<file path="src/rtl/core/utf8d_pkg.sv">
// Shared types, constants and helper functions of the UTF-8 byte stream decoder.
package utf8d_pkg;

   // Field widths
   localparam int ByteWidth      = 8;
   localparam int CodeUnitWidth  = 16;
   localparam int PayloadWidth   = 7;
   localparam int ContBits       = 6;
   localparam int LeftWidth      = 3;
   localparam int OnesWidth      = 4;
   localparam int UnitWidthDflt  = 16;

   // Sequence limits
   localparam logic [LeftWidth-1:0] MaxExtra = 3'd6;

   // Decoupling queue depth
   localparam int QueueDepth     = 2;
   localparam int QueuePtrWidth  = $clog2(QueueDepth);
   localparam int QueueCntWidth  = $clog2(QueueDepth + 1);

   // Work orders from the classifier to the accumulator
   typedef enum logic [1:0] {
      OP_EMIT       = 2'd0,   // payload is the result, accumulator untouched
      OP_LOAD       = 2'd1,   // lead byte: load payload into accumulator
      OP_SHIFT      = 2'd2,   // continuation: shift in six bits
      OP_SHIFT_EMIT = 2'd3    // last continuation: shift in and emit
   } op_type;

   typedef struct packed {
      op_type                  op;
      logic [PayloadWidth-1:0] payload;
   } q_entry_type;

   typedef struct packed {
      logic full;
      logic not_empty;
   } queue_status_type;

   // Count of leading one bits of a byte, 0 to 8
   function automatic logic [OnesWidth-1:0] lead_ones(input logic [ByteWidth-1:0] b);
      logic [OnesWidth-1:0] n;
      logic                 run;
      n   = '0;
      run = 1'b1;
      for (int i = ByteWidth - 1; i >= 0; i--) begin
         run = run & b[i];
         n   = n + OnesWidth'(run);
      end
      return n;
   endfunction

   // Bits of a lead byte below its first zero bit
   function automatic logic [PayloadWidth-1:0] lead_payload(
      input logic [ByteWidth-1:0] b,
      input logic [OnesWidth-1:0] n
   );
      logic [PayloadWidth-1:0] p;
      p = '0;
      for (int i = 0; i < PayloadWidth; i++) begin
         if (OnesWidth'(i) + n < OnesWidth'(PayloadWidth)) begin
            p[i] = b[i];
         end
      end
      return p;
   endfunction

endpackage

</file>
<file path="src/rtl/core/utf8d_front.sv">
// Classifier: accepts bytes, tracks open sequences and issues accumulator ops.
module utf8d_front (
   input  logic                               clock,
   input  logic                               reset,
   input  logic                               req_tvalid,
   output logic                               req_tready,
   input  logic [utf8d_pkg::ByteWidth-1:0]    req_byte,
   input  utf8d_pkg::queue_status_type        q_status,
   output logic                               push,
   output utf8d_pkg::q_entry_type             push_entry
);

   logic [utf8d_pkg::LeftWidth-1:0] bytes_left_ff;
   logic [utf8d_pkg::LeftWidth-1:0] bytes_left_in;
   logic [utf8d_pkg::OnesWidth-1:0] ones;
   logic [utf8d_pkg::LeftWidth-1:0] extra;
   logic                            accept;

   assign req_tready = !q_status.full;
   assign accept     = req_tvalid && req_tready;
   assign push       = accept;

   // Lead byte decode
   always_comb begin
      ones = utf8d_pkg::lead_ones(req_byte);
      if (ones > utf8d_pkg::OnesWidth'(utf8d_pkg::MaxExtra)) begin
         extra = utf8d_pkg::MaxExtra;
      end else if (ones == '0) begin
         extra = '0;
      end else begin
         extra = utf8d_pkg::LeftWidth'(ones - 1'b1);
      end
   end

   // Classification of the current byte
   always_comb begin
      bytes_left_in      = bytes_left_ff;
      push_entry.op      = utf8d_pkg::OP_EMIT;
      push_entry.payload = '0;
      if (bytes_left_ff != '0) begin
         bytes_left_in      = bytes_left_ff - 1'b1;
         push_entry.payload = {1'b0, req_byte[utf8d_pkg::ContBits-1:0]};
         push_entry.op      = (bytes_left_ff == 3'd1) ? utf8d_pkg::OP_SHIFT_EMIT
                                                      : utf8d_pkg::OP_SHIFT;
      end else if (!req_byte[utf8d_pkg::ByteWidth-1]) begin
         // plain ASCII goes straight out
         push_entry.payload = req_byte[utf8d_pkg::PayloadWidth-1:0];
      end else begin
         push_entry.payload = utf8d_pkg::lead_payload(req_byte, ones);
         if (extra != '0) begin
            push_entry.op = utf8d_pkg::OP_LOAD;
            bytes_left_in = extra;
         end
      end
   end

   always_ff @(posedge clock) begin
      if (reset) begin
         bytes_left_ff <= '0;
      end else if (accept) begin
         bytes_left_ff <= bytes_left_in;
      end
   end

endmodule

</file>
<file path="src/rtl/core/utf8d_queue.sv">
// Short register queue between classifier and accumulator.
module utf8d_queue (
   input  logic                         clock,
   input  logic                         reset,
   input  logic                         push,
   input  utf8d_pkg::q_entry_type       push_entry,
   input  logic                         pop,
   output utf8d_pkg::q_entry_type       pop_entry,
   output utf8d_pkg::queue_status_type  status
);

   utf8d_pkg::q_entry_type                   slot_ff [utf8d_pkg::QueueDepth];
   logic [utf8d_pkg::QueuePtrWidth-1:0]      wr_ptr_ff;
   logic [utf8d_pkg::QueuePtrWidth-1:0]      rd_ptr_ff;
   logic [utf8d_pkg::QueueCntWidth-1:0]      count_ff;
   logic [utf8d_pkg::QueueCntWidth-1:0]      count_in;

   assign status.full      = (count_ff == utf8d_pkg::QueueCntWidth'(utf8d_pkg::QueueDepth));
   assign status.not_empty = (count_ff != '0);
   assign pop_entry        = slot_ff[rd_ptr_ff];

   always_comb begin
      count_in = count_ff;
      case ({push, pop})
         2'b10:   count_in = count_ff + 1'b1;
         2'b01:   count_in = count_ff - 1'b1;
         default: count_in = count_ff;
      endcase
   end

   // Pointers and fill count
   always_ff @(posedge clock) begin
      if (reset) begin
         wr_ptr_ff <= '0;
         rd_ptr_ff <= '0;
         count_ff  <= '0;
      end else begin
         count_ff <= count_in;
         if (push) begin
            wr_ptr_ff <= (wr_ptr_ff == utf8d_pkg::QueuePtrWidth'(utf8d_pkg::QueueDepth - 1))
                         ? '0 : wr_ptr_ff + 1'b1;
         end
         if (pop) begin
            rd_ptr_ff <= (rd_ptr_ff == utf8d_pkg::QueuePtrWidth'(utf8d_pkg::QueueDepth - 1))
                         ? '0 : rd_ptr_ff + 1'b1;
         end
      end
   end

   // Entry storage
   always_ff @(posedge clock) begin
      if (push) begin
         slot_ff[wr_ptr_ff] <= push_entry;
      end
   end

endmodule

</file>
<file path="src/rtl/core/utf8d_back.sv">
// Accumulator: executes queued ops and holds the result in an output register.
module utf8d_back #(
   parameter int UNIT_WIDTH = utf8d_pkg::UnitWidthDflt
) (
   input  logic                                  clock,
   input  logic                                  reset,
   input  utf8d_pkg::queue_status_type           q_status,
   input  utf8d_pkg::q_entry_type                pop_entry,
   output logic                                  pop,
   output logic                                  rsp_tvalid,
   input  logic                                  rsp_tready,
   output logic [utf8d_pkg::CodeUnitWidth-1:0]   rsp_code_unit
);

   logic [UNIT_WIDTH-1:0]                  accum_ff;
   logic [UNIT_WIDTH-1:0]                  accum_in;
   logic [UNIT_WIDTH-1:0]                  shifted;
   logic                                   rsp_valid_ff;
   logic                                   rsp_valid_in;
   logic [utf8d_pkg::CodeUnitWidth-1:0]    rsp_data_ff;
   logic [utf8d_pkg::CodeUnitWidth-1:0]    rsp_data_in;

   // Take the next op whenever the output register is free or draining
   assign pop     = q_status.not_empty && (!rsp_valid_ff || rsp_tready);
   assign shifted = {accum_ff[UNIT_WIDTH-utf8d_pkg::ContBits-1:0],
                     pop_entry.payload[utf8d_pkg::ContBits-1:0]};

   always_comb begin
      accum_in     = accum_ff;
      rsp_data_in  = rsp_data_ff;
      rsp_valid_in = rsp_valid_ff && !rsp_tready;
      if (pop) begin
         case (pop_entry.op)
            utf8d_pkg::OP_EMIT: begin
               rsp_data_in  = utf8d_pkg::CodeUnitWidth'(pop_entry.payload);
               rsp_valid_in = 1'b1;
            end
            utf8d_pkg::OP_LOAD: begin
               accum_in = UNIT_WIDTH'(pop_entry.payload);
            end
            utf8d_pkg::OP_SHIFT: begin
               accum_in = shifted;
            end
            utf8d_pkg::OP_SHIFT_EMIT: begin
               accum_in     = shifted;
               rsp_data_in  = shifted[utf8d_pkg::CodeUnitWidth-1:0];
               rsp_valid_in = 1'b1;
            end
            default: begin
               accum_in = accum_ff;
            end
         endcase
      end
   end

   always_ff @(posedge clock) begin
      if (reset) begin
         rsp_valid_ff <= 1'b0;
      end else begin
         rsp_valid_ff <= rsp_valid_in;
      end
   end

   // Payload registers
   always_ff @(posedge clock) begin
      accum_ff    <= accum_in;
      rsp_data_ff <= rsp_data_in;
   end

   assign rsp_tvalid    = rsp_valid_ff;
   assign rsp_code_unit = rsp_data_ff;

endmodule

</file>
<file path="src/rtl/core/utf8_byte_stream_decoder.sv">
// Top level of the UTF-8 byte stream decoder.
// Takes one byte per transaction and returns one 16-bit code unit for each
// ASCII byte, stray continuation byte or completed multi-byte sequence;
// lead and inner continuation bytes return nothing. One byte is accepted
// every clock while the queue has room: the classifier at the input and
// the accumulator at the output are separated by a two-entry queue. A
// completing byte passes through the queue and then the output register.
// The accumulator is UNIT_WIDTH bits wide and wraps; the result carries
// its low 16 bits. The input stalls only when the queue is full because
// results are not being taken.
module utf8_byte_stream_decoder #(
   parameter int UNIT_WIDTH = utf8d_pkg::UnitWidthDflt
) (
   input  logic        clock,
   input  logic        reset,
   input  logic        req_tvalid,
   output logic        req_tready,
   input  logic [7:0]  req_tdata,    // [7:0] in_byte
   output logic        rsp_tvalid,
   input  logic        rsp_tready,
   output logic [15:0] rsp_tdata     // [15:0] code_unit
);

   utf8d_pkg::queue_status_type q_status;
   utf8d_pkg::q_entry_type      push_entry;
   utf8d_pkg::q_entry_type      pop_entry;
   logic                        push;
   logic                        pop;

   utf8d_front u_front (
      .clock      (clock),
      .reset      (reset),
      .req_tvalid (req_tvalid),
      .req_tready (req_tready),
      .req_byte   (req_tdata),
      .q_status   (q_status),
      .push       (push),
      .push_entry (push_entry)
   );

   utf8d_queue u_queue (
      .clock      (clock),
      .reset      (reset),
      .push       (push),
      .push_entry (push_entry),
      .pop        (pop),
      .pop_entry  (pop_entry),
      .status     (q_status)
   );

   utf8d_back #(
      .UNIT_WIDTH (UNIT_WIDTH)
   ) u_back (
      .clock         (clock),
      .reset         (reset),
      .q_status      (q_status),
      .pop_entry     (pop_entry),
      .pop           (pop),
      .rsp_tvalid    (rsp_tvalid),
      .rsp_tready    (rsp_tready),
      .rsp_code_unit (rsp_tdata)
   );

endmodule

</file>
<file path="config.mk">
export PLATFORM = sky130hd
export DESIGN_NAME = utf8_byte_stream_decoder
export DESIGN_NICKNAME = d
export VERILOG_FILES = /design/src/rtl/core/utf8d_pkg.sv /design/src/rtl/core/utf8d_front.sv /design/src/rtl/core/utf8d_queue.sv /design/src/rtl/core/utf8d_back.sv /design/src/rtl/core/utf8_byte_stream_decoder.sv
export SDC_FILE = /design/constraint.sdc
export NUM_CORES = 1
export LEC_CHECK = 0
export BUFFER_PORTS_ARGS = -buffer_cell sky130_fd_sc_hd__buf_2
export CORE_MARGIN = 1.5
export CORE_UTILIZATION = 50
export CTS_CLUSTER_SIZE = 14
export DETAILED_ROUTE_END_ITERATION = 7
export GPL_TIMING_DRIVEN = 0
export PLACE_DENSITY = 0.7
export SLEW_MARGIN = 20
export SYNTH_ARGS = -nofsm -noshare
export SYNTH_HDL_FRONTEND = slang
export SYNTH_SLANG_ARGS = --single-unit
</file>
<file path="constraint.sdc">
create_clock -name clock -period 5.45 [get_ports clock]
set_input_delay 1.09 -clock clock [delete_from_list [all_inputs] [get_ports clock]]
set_output_delay 1.09 -clock clock [all_outputs]
set_load 0.02 [all_outputs]
</file>
== After elaboration in Yosys (flattened, before gate mapping) ==
Memories as Yosys holds them, arrays and structs flattened. A register that Yosys moved wholly into a read port is not among the register bits.
Cells that the tools add are included.

* Latch bits: 0
* Flip-flop bits (word level): 34
* Memory bits (read-only): 0
* RAM bits: 18
* Memories: 1
* Word-level logic and storage cells: 99

{| class="wikitable"
|+ Memories
! name !! depth !! bits a word !! rd ports !! clocked after memory_dff !! write ports !! RTL line !! text
|-
| u_queue.slot_ff || 2 || 9 || 1 || 1 || 1 || utf8d_queue.sv:12 || <nowiki>utf8d_pkg::q_entry_type slot_ff [utf8d_pkg::QueueDepth];</nowiki>
|}

* Divide/modulo/power cells: 0
* Multiply operators: 0
* Add/sub/neg operators: 19
* Mux-type cells: 28
* Eq/ne operators: 7
* Order comparisons: 8
* Reductions and logical operators: 22
* Shift operators: 0
* Bitwise gates (word level): 7

{| class="wikitable"
|+ Operators by type and width
! cell !! number
|-
| $pmux 16 s2 || 1
|-
| $lt 4x3->1 const B || 7
|-
| $add 4x1->4 || 6
|-
| $pmux 10 s2 || 1
|-
| $mux 1 || 18
|-
| $mux 3 || 5
|-
| $add 3x4->4 const A || 3
|-
| $reduce_bool 2->1 || 6
|-
| $mux 9 || 1
|-
| $add 2x4->4 const A || 2
|-
| $eq 2x2->1 const B || 4
|-
| $and 1x1->1 || 7
|-
| $mux 7 || 1
|-
| $reduce_bool 3->1 || 2
|-
| $sub 3x1->3 const B || 2
|-
| $add 1x4->4 const A || 1
|-
| $eq 2x1->1 const B || 2
|-
| $gt 4x3->1 const B || 1
|-
| $logic_not 4->1 || 1
|-
| $pmux 2 s2 || 1
|-
| $reduce_and 2->1 || 2
|-
| $reduce_or 2->1 || 2
|-
| $eq 3x1->1 const B || 1
|-
| $logic_and 1x1->1 || 3
|-
| 8 further kinds || 11
|}

== Logic depth before layout (Yosys ltp) ==
* Word-level depth: 15
* Mapped depth: 16
* Gate-level depth less buffers: 16

== Cells and area by module ==
A second synthesis with hierarchy kept.

* Cell total of the unflattened synthesis: 211
* Area total of the unflattened synthesis: 2651.3 µm²

{| class="wikitable"
|+ Modules (own cells, without submodules)
! module !! cells each !! instances !! area an instance (µm²)
|-
| utf8d_back || 55 || 1 || 1013.5
|-
| utf8d_queue || 50 || 1 || 854.6
|-
| utf8d_front || 106 || 1 || 783.3
|}

== Worst setup path after synthesis ==
No wires, ideal clock.

* Path kind: input-to-reg
* Start point: input req_tdata[5]
* End point: memory u_queue.slot_ff[0][1] (netlist name) (data pin)
* Path slack: 0.594 ns
* Stages on the path: 14
* Required time: 5.187 ns
* Data arrival time: 4.593 ns
* Cell sequence: and3_1 -> and3_1 -> and3_1 -> and2_1 -> fa_1 -> fa_1 -> fa_1 -> inv_1 -> fa_1 -> inv_1 -> ha_1 -> xnor2_1 -> nor2_1 -> o31a_1

{| class="wikitable"
|+ RTL lines
! item !! RTL line !! text
|-
| from (decl) || utf8_byte_stream_decoder.sv:18 || <nowiki>input logic [7:0] req_tdata,</nowiki>
|-
| to (decl) || utf8d_queue.sv:12 ||
|}

==> flow_metrics.tcl <==
set metrics [dict create \
    worstSetupPathType "in -> reg" \
    finalHoldViolations 0 \
    cts_setup_buffers 0 \
    wl_per_cell_um 13.0 \
    htreeDepth 2 \
    hold-worst-slack_ps 468 \
    fmax_ghz 0.203 \
    p_comb_frac 0.299 \
    setup_viol 0 \
    grt_max_degree 17 \
    grt_pass1_vias 1411 \
    worst_ep_arrival_time_ps 4980 \
    syn-cell-area_sq_um 2500 \
    hold_start "u_front.bytes_left_ff[1]" \
    finClkSkew_ps 11.2 \
    p_clk_frac 0.179 \
    crit_buf_inv 3 \
    peakVddDrop_uv 144 \
    status "complete, no violations" \
    nFillCells 408 \
    power.switching_uw 383 \
    drv_slew 0 \
    drive_above_1_share 0.211 \
    cp_top_family "adder cells" \
    grt_pass1_wl_mm 6.35 \
    seqCellArea_sq_um 1500 \
    tightest_slew_ps 775 \
    crit_chain "buf_2, and3_1, and3_1, and3_1, and2_1, fa_1, fa_1, fa_1, inv_1, fa_1, inv_1, ha_1, xnor2_1, nor2_1, o31a_1" \
    initial_core_util 0.526 \
    clockBufferDepth 2 \
    path_common_cell "fa_1" \
    num_io_pins 30 \
    dp_hpwl_mm 2.78 \
    cp_max_fo 7 \
    die-area_sq_um 5430 \
    cap_violations 0 \
    area_growth_pct 12.6 \
    die_w_um 73.7 \
    synthesis.nets 218 \
    placed_area_sq_um 2730 \
    utilization 0.592 \
    yosysTopAreaCell "edfxtp_1" \
    period_share 0.904 \
    synthXorXnorAreaFrac 0.0275 \
    fin_crit_ps 4930 \
    finalPower_mw 1.19 \
    synth_edf_count 44 \
    cts.repair.resized 0 \
    drt_iter0_markers 64 \
    firstDrtPassIters 4 \
    ys_seq_elements 53 \
    gp_congestion 0.889 \
    synth_top_family_by_area "simple AND/OR/NAND/NOR gates" \
    synthFlopType "edfxtp_1" \
    hold_class "reg -> reg" \
    viasPerCell 5.14 \
    muxShareOfSynthArea 0.0431 \
    yosysSeqAreaShare 0.601 \
    numCtsBuffers 5 \
    num_rows 25 \
    synth_area_per_cell_sq_um 13.0 \
    p_leak_nw 1.10 \
    drc 0 \
    dr_total_vias 1517 \
    cts_tree "done" \
    p_seq_frac 0.522 \
    rsz0062_at_grt "false" \
    nNetsFinal 253 \
    end_kind "register" \
    swShare 0.323 \
    startpoint "req_tdata[7]" \
    syn_inst 192 \
    portBuffers 28 \
    synth-compound-area-share 0.106 \
    n_antenna_cell 0 \
    synth_top_area_frac 0.529 \
    cts_hold_buf 0 \
    clock_sinks 53 \
    coreArea_sq_um 4750 \
    globalRoute.totalOverflow 0 \
    postLayoutCellArea_sq_um 2810 \
    synthTopCellsByArea "edfxtp_1 (53%), dfxtp_1 (7.2%), ha_1 (5.0%)" \
    cts.clk_slew.worst_paths_ps 100 \
    crit_path_max_incr_delay_ps 510 \
    p_int_uw 804 \
    cpMaxStageDelayCell "fa_1" \
    track_usage 0.156 \
    multiInputGateArea_sq_um 931 \
    synth_simple_gate_area_frac 0.113 \
    fin_tns_setup_ps 0 \
    antenna_left 0 \
    synth_fa_ha_area_frac 0.0821 \
    clk_latency_ps 300 \
    ys_warn_count 0 \
    clock-root-buffer "clkbuf_8" \
    synthArstFlopShare 0 \
    antenna_found_initial 0 \
    start_kind "input pin" \
    die_h_um 73.7 \
    crit_required_ps 5500 \
    cellPowerDensity_nw_per_um2 422 \
    slew_headroom 0.481 \
    synth_cell_types 42 \
    routed_wl_mm 3.82 \
]
==> registers in the layout, summed over array words and instances (netlist names), named ones only <==
register / count
u_queue.slot_ff: 18
u_back.rsp_code_unit: 16
u_back.accum_ff: 10
u_front.bytes_left_ff: 3
u_queue.count_ff: 2
u_back.rsp_tvalid: 1
u_queue.rd_ptr_ff: 1
u_queue.wr_ptr_ff: 1
==> worst register-to-register path, cell delays in order (launching register included) <==
cell,delay [ps]
dfxtp_1,320
clkbuf_1,430
mux2i_1,620
ha_1,360
nor2_2,610
==> synthesized netlist by cell type, types with 2 or more instances <==
cell      count
edfxtp_1     44
nor2_1       16
and2_1       13
inv_1        13
ha_1         10
a21oi_1       9
dfxtp_1       9
mux2_2        6
nor2b_1       6
nand2_1       5
and3_1        4
fa_1          4
mux2i_1       4
o21a_1        4
o21ai_0       4
a31oi_1       3
nand2b_1      3
xnor2_1       3
xor2_1        3
a211oi_1      2
clkbuf_1      2
inv_2         2
nand3_1       2
o31a_1        2
o31ai_1       2
==> per-stage QoR <==
step / worst slack, ps / instances
after global placement: 218 / 287
after global routing: 262 / 295
final: 523 / 295
after detailed placement: 186 / 287
after floorplan: 594 / 192
after CTS: 505 / 295
==> power by group through the flow <==
stage	registers [mW]	logic, mW	clock network, mW
after floorplan	0.687	0.202	0
after global placement	0.628	0.352	0
after detailed placement	0.630	0.358	0
after CTS	0.621	0.361	0.218
after global routing	0.632	0.399	0.230
final	0.620	0.355	0.212
==> logic make-up (layout without fill, tap and decap cells) <==
logic type               after synthesis  count (layout)
buffers and inverters                 18              54
AND/OR/NAND/NOR                       54              54
AO/OA/AOI/OAI                         36              36
multiplexers                          10              10
adder cells (fa/ha/maj)               14              14
flip-flops                            53              53
XOR/XNOR                               7               7
==> per-layer routing <==
layer  wire length (um)  up-vias  GRT usage  share of wire
met3                165        6     0.0398          0.043
li1                   -      764          -              -
met5                  0        -          0              0
met1               1680      715      0.180           0.44
met4                 54        0     0.0556          0.014
met2               1920       32      0.277           0.50
==> layout by cell type (no fill, tap or decap), drive strengths merged <==
master / count
edfxtp: 44
buf: 28
nor2: 17
inv: 15
and2: 13
ha: 10
a21oi: 9
dfxtp: 9
clkbuf: 9
nor2b: 6
mux2: 6
nand2: 5
o21ai: 4
and3: 4
mux2i: 4
o21a: 4
fa: 4
xor2: 4
nand2b: 3
xnor2: 3
a31oi: 3
o31a: 2
o31ai: 2
a211oi: 2
nand3: 2
clkinvlp: 2
o41ai: 2
or2b: 1
o22ai: 1
nor3: 1
a21boi: 1
o211ai: 1
o211a: 1
o221ai: 1
nor4: 1
a31o: 1
or3: 1
a2111oi: 1
a211o: 1
==> layout make-up <==
class                   count  area share
plain buffers               3     0.00445
multi-input cells         121       0.331
inverters                  15      0.0200
well taps                  67      0.0298
repair buffers             28      0.0498
clock inverters             2     0.00534
flip-flops and latches     53       0.534
clock buffers               6      0.0258
==> path summary, 6_finish.rpt <==
kind | slack, ps | cells after the start | endpoint
setup / recovery | 520 | 15 | u_queue.slot_ff[0][1]
hold / removal | 470 | 2 | u_front.bytes_left_ff[1]
setup reg to reg | 2740 | 4 | u_back.rsp_code_unit[3]
hold reg to reg | 470 | 2 | u_front.bytes_left_ff[1]
No activity file was read; power rests on OpenSTA's default activity.
